File: src/sv/c_aware_brace_matcher_macros.svh
// Assertion macros used by the brace matcher RTL.
`ifndef C_AWARE_BRACE_MATCHER_MACROS_SVH
`define C_AWARE_BRACE_MATCHER_MACROS_SVH

// Condition that must hold at every clock edge outside reset.
`define CABM_ASSERT(label, cond, msg) \
   label: assert property (@(posedge clock) disable iff (reset) (cond)) \
      else $error(msg);

// Antecedent seen at one edge implies the consequent at the next edge.
`define CABM_ASSERT_NEXT(label, ante, cons, msg) \
   label: assert property (@(posedge clock) disable iff (reset) (ante) |=> (cons)) \
      else $error(msg);

`endif

File: src/sv/cabm_pkg.sv
package cabm_pkg;

   localparam int POSITION_BITS = 16;
   localparam int TEXT_W        = 8;
   localparam int POS_W         = 16;
   localparam int DEPTH_W       = 16;
   localparam int CSR_DATA_W    = 32;
   localparam int CSR_ADDR_W    = 3;

   // register index within the csr space (byte address / 4)
   localparam logic CSR_IDX_START_POSITION = 1'b0;

   localparam logic [TEXT_W-1:0] CH_LBRACE    = 8'h7B;
   localparam logic [TEXT_W-1:0] CH_RBRACE    = 8'h7D;
   localparam logic [TEXT_W-1:0] CH_NEWLINE   = 8'h0A;
   localparam logic [TEXT_W-1:0] CH_STAR      = 8'h2A;
   localparam logic [TEXT_W-1:0] CH_SLASH     = 8'h2F;
   localparam logic [TEXT_W-1:0] CH_BACKSLASH = 8'h5C;
   localparam logic [TEXT_W-1:0] CH_DQUOTE    = 8'h22;
   localparam logic [TEXT_W-1:0] CH_SQUOTE    = 8'h27;

   typedef struct packed {
      logic [TEXT_W-1:0] text_byte;
      logic              first_byte;
      logic              last_byte;
   } req_item_type;

   typedef struct packed {
      logic             valid;
      logic             found;
      logic [POS_W-1:0] match_position;
   } scan_result_type;

endpackage

File: src/sv/cabm_csr.sv
module cabm_csr (
   input  logic                               clock,
   input  logic                               reset,
   input  logic                               csr_psel,
   input  logic                               csr_penable,
   input  logic                               csr_pwrite,
   input  logic [cabm_pkg::CSR_ADDR_W-1:0]    csr_paddr,
   input  logic [cabm_pkg::CSR_DATA_W-1:0]    csr_pwdata,
   output logic [cabm_pkg::CSR_DATA_W-1:0]    csr_prdata,
   output logic                               csr_pready,
   output logic [cabm_pkg::POS_W-1:0]         start_position
);
   import cabm_pkg::*;

   logic [POS_W-1:0] start_pos_ff;
   logic [POS_W-1:0] start_pos_in;
   logic             sel_start;
   logic             wr_en;

   assign csr_pready = 1'b1;
   assign sel_start  = (csr_paddr[CSR_ADDR_W-1] == CSR_IDX_START_POSITION);
   assign wr_en      = csr_psel && csr_penable && csr_pwrite && csr_pready;

   always_comb begin
      start_pos_in = start_pos_ff;
      if (wr_en && sel_start) begin
         start_pos_in = csr_pwdata[POS_W-1:0];
      end
   end

   always_ff @(posedge clock) begin
      if (reset) begin
         start_pos_ff <= '0;
      end else begin
         start_pos_ff <= start_pos_in;
      end
   end

   always_comb begin
      csr_prdata = '0;
      if (sel_start) begin
         csr_prdata = CSR_DATA_W'(start_pos_ff);
      end
   end

   assign start_position = start_pos_ff;

endmodule

File: src/sv/cabm_scan.sv
module cabm_scan (
   input  logic                           clock,
   input  logic                           reset,
   input  logic                           step_en,
   input  cabm_pkg::req_item_type         item,
   input  logic [cabm_pkg::POS_W-1:0]     start_position,
   output cabm_pkg::scan_result_type      res
);
   import cabm_pkg::*;
   `include "c_aware_brace_matcher_macros.svh"

   typedef enum logic [8:0] {
      MODE_CODE       = 9'b000000001,
      MODE_SLASH      = 9'b000000010,
      MODE_LINE       = 9'b000000100,
      MODE_BLOCK      = 9'b000001000,
      MODE_BLOCK_STAR = 9'b000010000,
      MODE_STR        = 9'b000100000,
      MODE_STR_ESC    = 9'b001000000,
      MODE_CHR        = 9'b010000000,
      MODE_CHR_ESC    = 9'b100000000
   } lex_mode_type;

   lex_mode_type             mode_ff, mode_in, mode_cur;
   logic [DEPTH_W-1:0]       depth_ff, depth_in, depth_cur;
   logic [POSITION_BITS-1:0] count_ff, count_in, count_cur;
   logic                     done_ff, done_in;
   logic                     active;
   logic                     code_ctx;
   logic                     hit;
   logic [POSITION_BITS-1:0] pos_sum;
   logic [TEXT_W-1:0]        c;

   assign c = item.text_byte;

   always_comb begin
      mode_cur  = item.first_byte ? MODE_CODE : mode_ff;
      depth_cur = item.first_byte ? '0 : depth_ff;
      count_cur = item.first_byte ? '0 : count_ff;
      active    = item.first_byte || !done_ff;

      mode_in  = mode_cur;
      depth_in = depth_cur;
      code_ctx = 1'b0;
      hit      = 1'b0;

      case (mode_cur)
         MODE_SLASH: begin
            if (c == CH_SLASH) begin
               mode_in = MODE_LINE;
            end else if (c == CH_STAR) begin
               mode_in = MODE_BLOCK;
            end else begin
               // lone slash: this byte is plain code
               mode_in  = MODE_CODE;
               code_ctx = 1'b1;
            end
         end
         MODE_LINE: begin
            if (c == CH_NEWLINE) mode_in = MODE_CODE;
         end
         MODE_BLOCK: begin
            if (c == CH_STAR) mode_in = MODE_BLOCK_STAR;
         end
         MODE_BLOCK_STAR: begin
            if (c == CH_SLASH) begin
               mode_in = MODE_CODE;
            end else if (c != CH_STAR) begin
               mode_in = MODE_BLOCK;
            end
         end
         MODE_STR: begin
            if (c == CH_BACKSLASH) begin
               mode_in = MODE_STR_ESC;
            end else if (c == CH_DQUOTE) begin
               mode_in = MODE_CODE;
            end
         end
         MODE_STR_ESC: begin
            mode_in = MODE_STR;
         end
         MODE_CHR: begin
            if (c == CH_BACKSLASH) begin
               mode_in = MODE_CHR_ESC;
            end else if (c == CH_SQUOTE) begin
               mode_in = MODE_CODE;
            end
         end
         MODE_CHR_ESC: begin
            mode_in = MODE_CHR;
         end
         default: begin
            mode_in  = MODE_CODE;
            code_ctx = 1'b1;
         end
      endcase

      if (code_ctx) begin
         case (c)
            CH_DQUOTE: mode_in = MODE_STR;
            CH_SQUOTE: mode_in = MODE_CHR;
            CH_SLASH:  mode_in = MODE_SLASH;
            CH_LBRACE: depth_in = depth_cur + 1'b1;
            CH_RBRACE: begin
               depth_in = depth_cur - 1'b1;
               hit      = (depth_in == '0);
            end
            default: ;
         endcase
      end
   end

   assign pos_sum = POSITION_BITS'(start_position) + count_cur;

   always_comb begin
      res      = '0;
      count_in = count_cur;
      done_in  = done_ff;
      if (active) begin
         if (hit) begin
            res.valid          = 1'b1;
            res.found          = 1'b1;
            res.match_position = POS_W'(pos_sum);
            done_in            = 1'b1;
         end else begin
            count_in = count_cur + 1'b1;
            done_in  = 1'b0;
            if (item.last_byte) begin
               res.valid = 1'b1;
               done_in   = 1'b1;
            end
         end
      end
   end

   always_ff @(posedge clock) begin
      if (reset) begin
         mode_ff  <= MODE_CODE;
         depth_ff <= '0;
         count_ff <= '0;
         done_ff  <= 1'b1;
      end else if (step_en && active) begin
         mode_ff  <= mode_in;
         depth_ff <= depth_in;
         count_ff <= count_in;
         done_ff  <= done_in;
      end
   end

   `CABM_ASSERT_NEXT(a_done_after_result, step_en && res.valid, done_ff,
      "search not closed after its result")
   `CABM_ASSERT(a_notfound_pos_zero, !(res.valid && !res.found) || (res.match_position == '0),
      "not-found result carries a nonzero position")
   `CABM_ASSERT(a_idle_silent, !(done_ff && !item.first_byte) || !res.valid,
      "result produced while idle")

endmodule

File: src/sv/c_aware_brace_matcher.sv
// Matching-brace scanner for C/C++ text.
// Input channel req_*: one source byte per word in req_tdata, req_tuser marks
// the first byte of a search (the opening brace, at start_position), req_tlast
// marks the final byte of the text. Bytes of an idle block without the first
// flag are dropped. Braces in comments, strings and char literals are ignored.
// Result channel rsp_*: at most one word per search. rsp_tuser is 1 with the
// absolute position of the closing brace in rsp_tdata, or 0 with position 0
// when the text ended first.
// csr_* writes start_position at byte address 0; write it only while idle.
// Throughput: one byte per cycle while the receiver does not stall. Bytes pass
// through the input register, then the lexer into the result register.
// When the receiver stalls, the result register holds its word and the input
// register still takes one more byte; the lexer stops when both are full, and
// req_tready falls only then.
// Reset: lexer in code mode, depth and byte count zero, block idle awaiting a
// first byte, start_position zero, both registers empty.
module c_aware_brace_matcher (
   input  logic                               clock,
   input  logic                               reset,
   input  logic                               req_tvalid,
   output logic                               req_tready,
   input  logic [7:0]                         req_tdata,   // text_byte
   input  logic [0:0]                         req_tuser,   // first_byte
   input  logic                               req_tlast,   // last_byte
   output logic                               rsp_tvalid,
   input  logic                               rsp_tready,
   output logic [15:0]                        rsp_tdata,   // match_position
   output logic [0:0]                         rsp_tuser,   // found
   input  logic                               csr_psel,
   input  logic                               csr_penable,
   input  logic                               csr_pwrite,
   input  logic [cabm_pkg::CSR_ADDR_W-1:0]    csr_paddr,
   input  logic [cabm_pkg::CSR_DATA_W-1:0]    csr_pwdata,
   output logic [cabm_pkg::CSR_DATA_W-1:0]    csr_prdata,
   output logic                               csr_pready
);
   import cabm_pkg::*;

   logic             in_valid_ff, in_valid_in;
   req_item_type     in_item_ff, in_item_in;
   logic             out_valid_ff, out_valid_in;
   logic             out_found_ff, out_found_in;
   logic [POS_W-1:0] out_pos_ff, out_pos_in;
   logic             step_en;
   logic             req_take;
   logic [POS_W-1:0] start_position;
   scan_result_type  res;

   cabm_csr u_csr (
      .clock          (clock),
      .reset          (reset),
      .csr_psel       (csr_psel),
      .csr_penable    (csr_penable),
      .csr_pwrite     (csr_pwrite),
      .csr_paddr      (csr_paddr),
      .csr_pwdata     (csr_pwdata),
      .csr_prdata     (csr_prdata),
      .csr_pready     (csr_pready),
      .start_position (start_position)
   );

   cabm_scan u_scan (
      .clock          (clock),
      .reset          (reset),
      .step_en        (step_en),
      .item           (in_item_ff),
      .start_position (start_position),
      .res            (res)
   );

   // the held word moves on when the result register is free or draining
   assign step_en    = in_valid_ff && (!out_valid_ff || rsp_tready);
   assign req_tready = !in_valid_ff || step_en;
   assign req_take   = req_tvalid && req_tready;

   always_comb begin
      in_valid_in = in_valid_ff;
      in_item_in  = in_item_ff;
      if (req_take) begin
         in_valid_in          = 1'b1;
         in_item_in.text_byte = req_tdata;
         in_item_in.first_byte = req_tuser[0];
         in_item_in.last_byte = req_tlast;
      end else if (step_en) begin
         in_valid_in = 1'b0;
      end
   end

   always_comb begin
      out_valid_in = out_valid_ff;
      out_found_in = out_found_ff;
      out_pos_in   = out_pos_ff;
      if (step_en && res.valid) begin
         out_valid_in = 1'b1;
         out_found_in = res.found;
         out_pos_in   = res.match_position;
      end else if (rsp_tready) begin
         out_valid_in = 1'b0;
      end
   end

   always_ff @(posedge clock) begin
      if (reset) begin
         in_valid_ff  <= 1'b0;
         out_valid_ff <= 1'b0;
      end else begin
         in_valid_ff  <= in_valid_in;
         out_valid_ff <= out_valid_in;
      end
   end

   always_ff @(posedge clock) begin
      in_item_ff   <= in_item_in;
      out_found_ff <= out_found_in;
      out_pos_ff   <= out_pos_in;
   end

   assign rsp_tvalid   = out_valid_ff;
   assign rsp_tdata    = out_pos_ff;
   assign rsp_tuser[0] = out_found_ff;

endmodule
File: config.mk
export PLATFORM = sky130hd
export DESIGN_NAME = c_aware_brace_matcher
export DESIGN_NICKNAME = d
export VERILOG_FILES = /design/src/sv/cabm_pkg.sv /design/src/sv/cabm_csr.sv /design/src/sv/cabm_scan.sv /design/src/sv/c_aware_brace_matcher.sv
export VERILOG_INCLUDE_DIRS = /design/src /design/src/sv
export SDC_FILE = /design/constraint.sdc
export NUM_CORES = 1
export LEC_CHECK = 0
export BUFFER_PORTS_ARGS = -buffer_cell sky130_fd_sc_hd__buf_2
export CAP_MARGIN = 5
export CORE_MARGIN = 2
export CORE_UTILIZATION = 55
export CTS_BUF_LIST = sky130_fd_sc_hd__clkbuf_8
export DETAILED_ROUTE_END_ITERATION = 8
export HOLD_SLACK_MARGIN = 0.12
export PLACE_DENSITY = 0.88
export REMOVE_ABC_BUFFERS = 1
export SLEW_MARGIN = 20
export SYNTH_ARGS = -nofsm -noshare
export SYNTH_HDL_FRONTEND = slang
export SYNTH_SLANG_ARGS = --single-unit
File: constraint.sdc
create_clock -name clock -period 11.7 [get_ports clock]
set_clock_uncertainty 0.1 [all_clocks]
set_input_delay 2.34 -clock clock [delete_from_list [all_inputs] [get_ports clock]]
set_output_delay 2.34 -clock clock [all_outputs]
set_load 0.02 [all_outputs]
* After elaboration in Yosys (flattened, before gate mapping)
Cells that the tools add are included.
** Operators by class
- Add/sub/neg operators :: 4
- Equal/unequal tests :: 17
- Multiplexer cells :: 34
- Bitwise operators :: 1
- Reductions and logical operators :: 19
** Operator list (count)
- $mux 9 :: 11
- $mux 16 :: 6
- $pmux 9 s8 :: 1
- $add 16x1->16 const B :: 2
- $eq 8x6->1 const B :: 4
- $pmux 16 s2 :: 1
- $pmux 9 s3 :: 1
- $eq 8x7->1 const B :: 3
- $mux 18 :: 1
- $mux 17 :: 1
- $add 16x16->16 :: 1
- $logic_not 16->1 :: 1
- $sub 16x1->16 const B :: 1
- $mux 1 :: 10
- $eq 9x2->1 const B :: 1
- $eq 9x3->1 const B :: 1
- $eq 9x4->1 const B :: 1
- $eq 9x5->1 const B :: 1
- $eq 9x6->1 const B :: 1
- $eq 9x7->1 const B :: 1
- $eq 9x8->1 const B :: 1
- $eq 9x9->1 const B :: 1
- $eq 8x4->1 const B :: 1
- $ne 8x6->1 const B :: 1
- other kinds (9) :: 21
** Word-level totals
- Bits in registers :: 87
- Bits of input ports :: 52
- Output and inout bits :: 52
- Logic and storage cells :: 87

* Logic depth before layout (Yosys ltp)
- Depth after elaboration :: 9
- Gate-level depth with buffers :: 16

* Modules after synthesis
A second synthesis with hierarchy kept.
** Unflattened totals
- Cell total of the unflattened synthesis :: 726
- Area total of the unflattened synthesis :: 6100.9 um^2
** Modules (own cells, without submodules)
- cabm_scan :: times used 1, cells an instance 582, area an instance 4200.3 um^2, sequential area each 840.8 um^2
- cabm_csr :: times used 1, cells an instance 106, area an instance 987.2 um^2, sequential area each 320.3 um^2
- c_aware_brace_matcher :: times used 1, cells an instance 38, area an instance 913.4 um^2, sequential area each 850.8 um^2

* Least setup slack after synthesis
OpenSTA, ideal clock, no wires.
- Path kind :: input to output
- From :: input csr_paddr[2] (netlist name)
- To :: output csr_prdata[10] (netlist name)
- Arrival time :: 2.853 ns
- Data required time :: 9.260 ns
- Path slack :: 6.407 ns
- Stages on the path :: 2
- Path buffers :: 1
- Path through :: clkbuf_1 nor2b_1
** Between the ends
- Word-level cells in the longest chain between the ends :: 1
** Ends and longest elaborated chain
- start, declared :: line c_aware_brace_matcher.sv:32 : input logic [cabm_pkg::CSR_ADDR_W-1:0] csr_paddr,
- $mux 16 :: line cabm_csr.sv:41 : if (sel_start) begin
- end, declared :: line c_aware_brace_matcher.sv:34 : output logic [cabm_pkg::CSR_DATA_W-1:0] csr_prdata,
No other way between the ends.

* Worst setup path in the final report
- From :: input rsp_tready
- To :: output req_tready
** Between the ends
- Word-level cells in the longest chain between the ends :: 3
** Ends and longest elaborated chain
- start, declared :: line c_aware_brace_matcher.sv:26 : input logic rsp_tready,
- $logic_or 1x1->1 :: line c_aware_brace_matcher.sv:72 : assign step_en = in_valid_ff && (!out_valid_ff || rsp_tready);
- $logic_and 1x1->1 :: line c_aware_brace_matcher.sv:72
- $logic_or 1x1->1 :: line c_aware_brace_matcher.sv:73 : assign req_tready = !in_valid_ff || step_en;
- end, declared :: line c_aware_brace_matcher.sv:21 : output logic req_tready,
No other way between the ends.

==> results.ini <==
[status]
status=finished clean

[timing]
setup_violations=0
maxSlewHeadroom=0.2631
hold_violations=0
setup_tns_ns=0
rsz0062_at_grt=false
slew_violations=0
fmax_ghz=0.1827
finalWorstSetupSlack_ns=6.227
min_period_ns=5.473
max_slew.worst_pin.slew_ns=1.102
finalCritPeriodShare=0.4678

[critical_path]
crit_path_start_kind=input pin
crit_slowest_cell=nand2b_1
crit_required_ns=9.26
critical_path_peak_fanout=5
arrival_ns=3.03
crit_top_cell=buf_2
r2r_slack_ns=7.13
r2r_start=in_item_ff[1]$_DFFE_PP_
r2r_cells=11
path_buf_inv=3
crit_family=buffers and inverters
end_kind=output pin
cpPeakStageDelay_ns=0.21
worstPathCellList=buf_2 > nand2b_1 > inv_1 > nand2_1 > buf_2
r2r_end=rsp_tdata[11]$_SDFFCE_PN0P_
worst-setup-path-type=input pin to output pin

[run]
maxCapViolations=0

[route]
avgViaCountPerCell=6.066
via_count=5496
ant_nets=0
drt-total-wl_um=13790
firstDrtPassIters=6
drc=0
drt_iter0_drc=421
wl_per_cell_um=15.22

[logic_synthesis]
yosysUniqueCellTypes=82
synthesis.area_um2=5844
synth_top_cell_by_area=dfxtp_1
synth.top_cell.area_share=0.2055
synth_area_leaders=dfxtp_1, edfxtp_1, nand2_1
yosys_warnings=0
ys_seq_elements=87
yosysSeqAreaShare=0.3443
synth_area_per_cell_um2=8.039
synthFlopType=dfxtp_1
synthCells=727
async_flop_share=0
synth_edf_count=27

[final_layout]
fin_util=0.6135
layout_common_cells=nand2_1, nor2_1, buf_2
finalNetCount=837
final_common_cell=nand2_1
diodes=0
fin_cells=906
nFillCells=876
drive_gt1_frac=0.1364
area_growth_syn_to_layout_pct=8.371

[floorplan]
start_util=0.5661
die_y_um=107.1
die_x_um=107.1
dieArea_um2=11470
io_pins=104
core_um2=10320
row_count=37

[clock_network]
clk_pin_slew_ns=0.09
cts_setup_buffers=0
clockBufferDepth=2
cts_resized=0
htree_levels=3
numCtsBuffers=9
cts_tree=built
cts_sinks=87
clock_latency_ns=0.37
clockRootBuffer=clkbuf_8
hold_buffers=0

[hold_path]
holdPathEnd=u_scan.done_ff$_SDFFE_PP1P_
min_path_cells=1
worstHoldStart=u_scan.done_ff$_SDFFE_PP1P_
min_path_type=flip-flop to flip-flop

[grt]
grt_max_degree=67
grt_overflow=0
grtUsageTotal=0.2391
grt_pass1_wl_um=22490
antenna_found_initial=0
grt_pass1_vias=4969

[place]
dpl.hpwl_um=9665
dp.cells=890
dp_worst_setup_slack_ns=6.220
port_buffers=68
place_congestion=0.9107

[power_and_ir_drop]
ir_drop_uv=49.91
p_leak_nw=2.456
power_density_nw_per_um2=91.52
p_total_mw=0.5796

[report_power, final]
part           total (mW)  internal (mW)  leakage, nW  switching (mW)
clock network       0.213         0.0990       0.0933           0.114
registers           0.319          0.315        0.771         0.00405
logic              0.0475         0.0138         1.59          0.0337
[worst reg2reg max path, delay by kind of cell (launching register included)]
kind,cells,cell delay (ns)
AO/OA/AOI/OAI,1,0.16
adder cells (fa/ha/maj),1,0.42
buffers and inverters,3,1.16
flip-flops,1,0.37
AND/OR/NAND/NOR,6,2.02
[kinds of logic (layout without fill, tap and decap cells)]
| logic type | Yosys count | count (layout) | synth area share |
|---|---|---|---|
| other | 2 | 17 | 0.001285 |
| xor gates and xnor gates | 29 | 29 | 0.04346 |
| adders and majority gates | 20 | 20 | 0.04410 |
| muxes | 6 | 6 | 0.01242 |
| buffers and inverters | 76 | 104 | 0.06166 |
| AOI/OAI and AO/OA | 173 | 173 | 0.2006 |
| and+or+nand+nor | 334 | 334 | 0.2922 |
| DFF | 87 | 87 | 0.3443 |
[worst max-delay path by stage]
stage / startpoint / end / slack (ns) / cells past startpoint
2_1_floorplan: rsp_tready / req_tready / 6.52 / 3
3_3_place_gp: rsp_tready / req_tready / 6.24 / 5
3_5_place_dp: rsp_tready / u_scan.depth_ff[14]$_SDFFE_PP0P_ / 6.22 / 7
4_1_cts: rsp_tready / req_tready / 6.23 / 5
5_1_grt: rsp_tready / req_tready / 6.17 / 5
6_report: rsp_tready / req_tready / 6.23 / 5
[synthesized netlist by cell type, types with 6 or more instances]
master / count
or3_1: 9
ha_1: 19
a22oi_1: 13
xnor2_1: 15
nor4_1: 10
o21ai_0: 19
nor2_1: 78
dfxtp_1: 60
nor3_1: 17
nand3_1: 23
clkbuf_1: 32
o22ai_1: 12
o31a_1: 6
buf_4: 17
nand4_1: 8
xor2_1: 14
edfxtp_1: 27
nor2b_1: 40
nand2_1: 94
o211ai_1: 8
nor3b_1: 6
a21oi_1: 61
and3_1: 7
inv_1: 16
[final cells by class]
cell class | count | area (µm²) | share of cell area
Multi-Input combinational cell | 579 | 3531 | 0.5575
Clock buffer | 9 | 123.9 | 0.01956
Tap cell | 136 | 170.2 | 0.02687
Sequential cell | 87 | 2012 | 0.3177
Timing Repair Buffer | 70 | 355.3 | 0.05610
Clock inverter | 7 | 73.82 | 0.01166
Inverter | 18 | 67.56 | 0.01067
[routing by layer]
| layer | vias up | share of wire | track usage |
|---|---|---|---|
| met3 | 30 | 0.083 | 0.04924 |
| met2 | 270 | 0.48 | 0.4155 |
| met1 | 2521 | 0.42 | 0.2931 |
| met4 | 0 | 0.018 | 0.08256 |
| li1 | 2675 | - | - |
| met5 | - | 0 | 0 |
[metrics by stage]
step,instance area (µm²),hold slack (ns)
floorplan,5608,0.3353
global placement,6133,0.3439
detailed placement,6133,0.3516
CTS,6331,0.3720
global route,6334,0.3894
finish,6334,0.3717
[sequential cells by signal, indices dropped and copies added, names as in the netlist]
register and flops:
rsp_tdata 16, in_item_ff 10, u_scan.done_ff 1, rsp_tvalid 1, u_csr.start_position 16, u_scan.mode_ff 9, u_scan.depth_ff 16, u_scan.count_ff 16
rsp_tuser 1, in_valid_ff 1
Power figures use the tool's default switching activity.
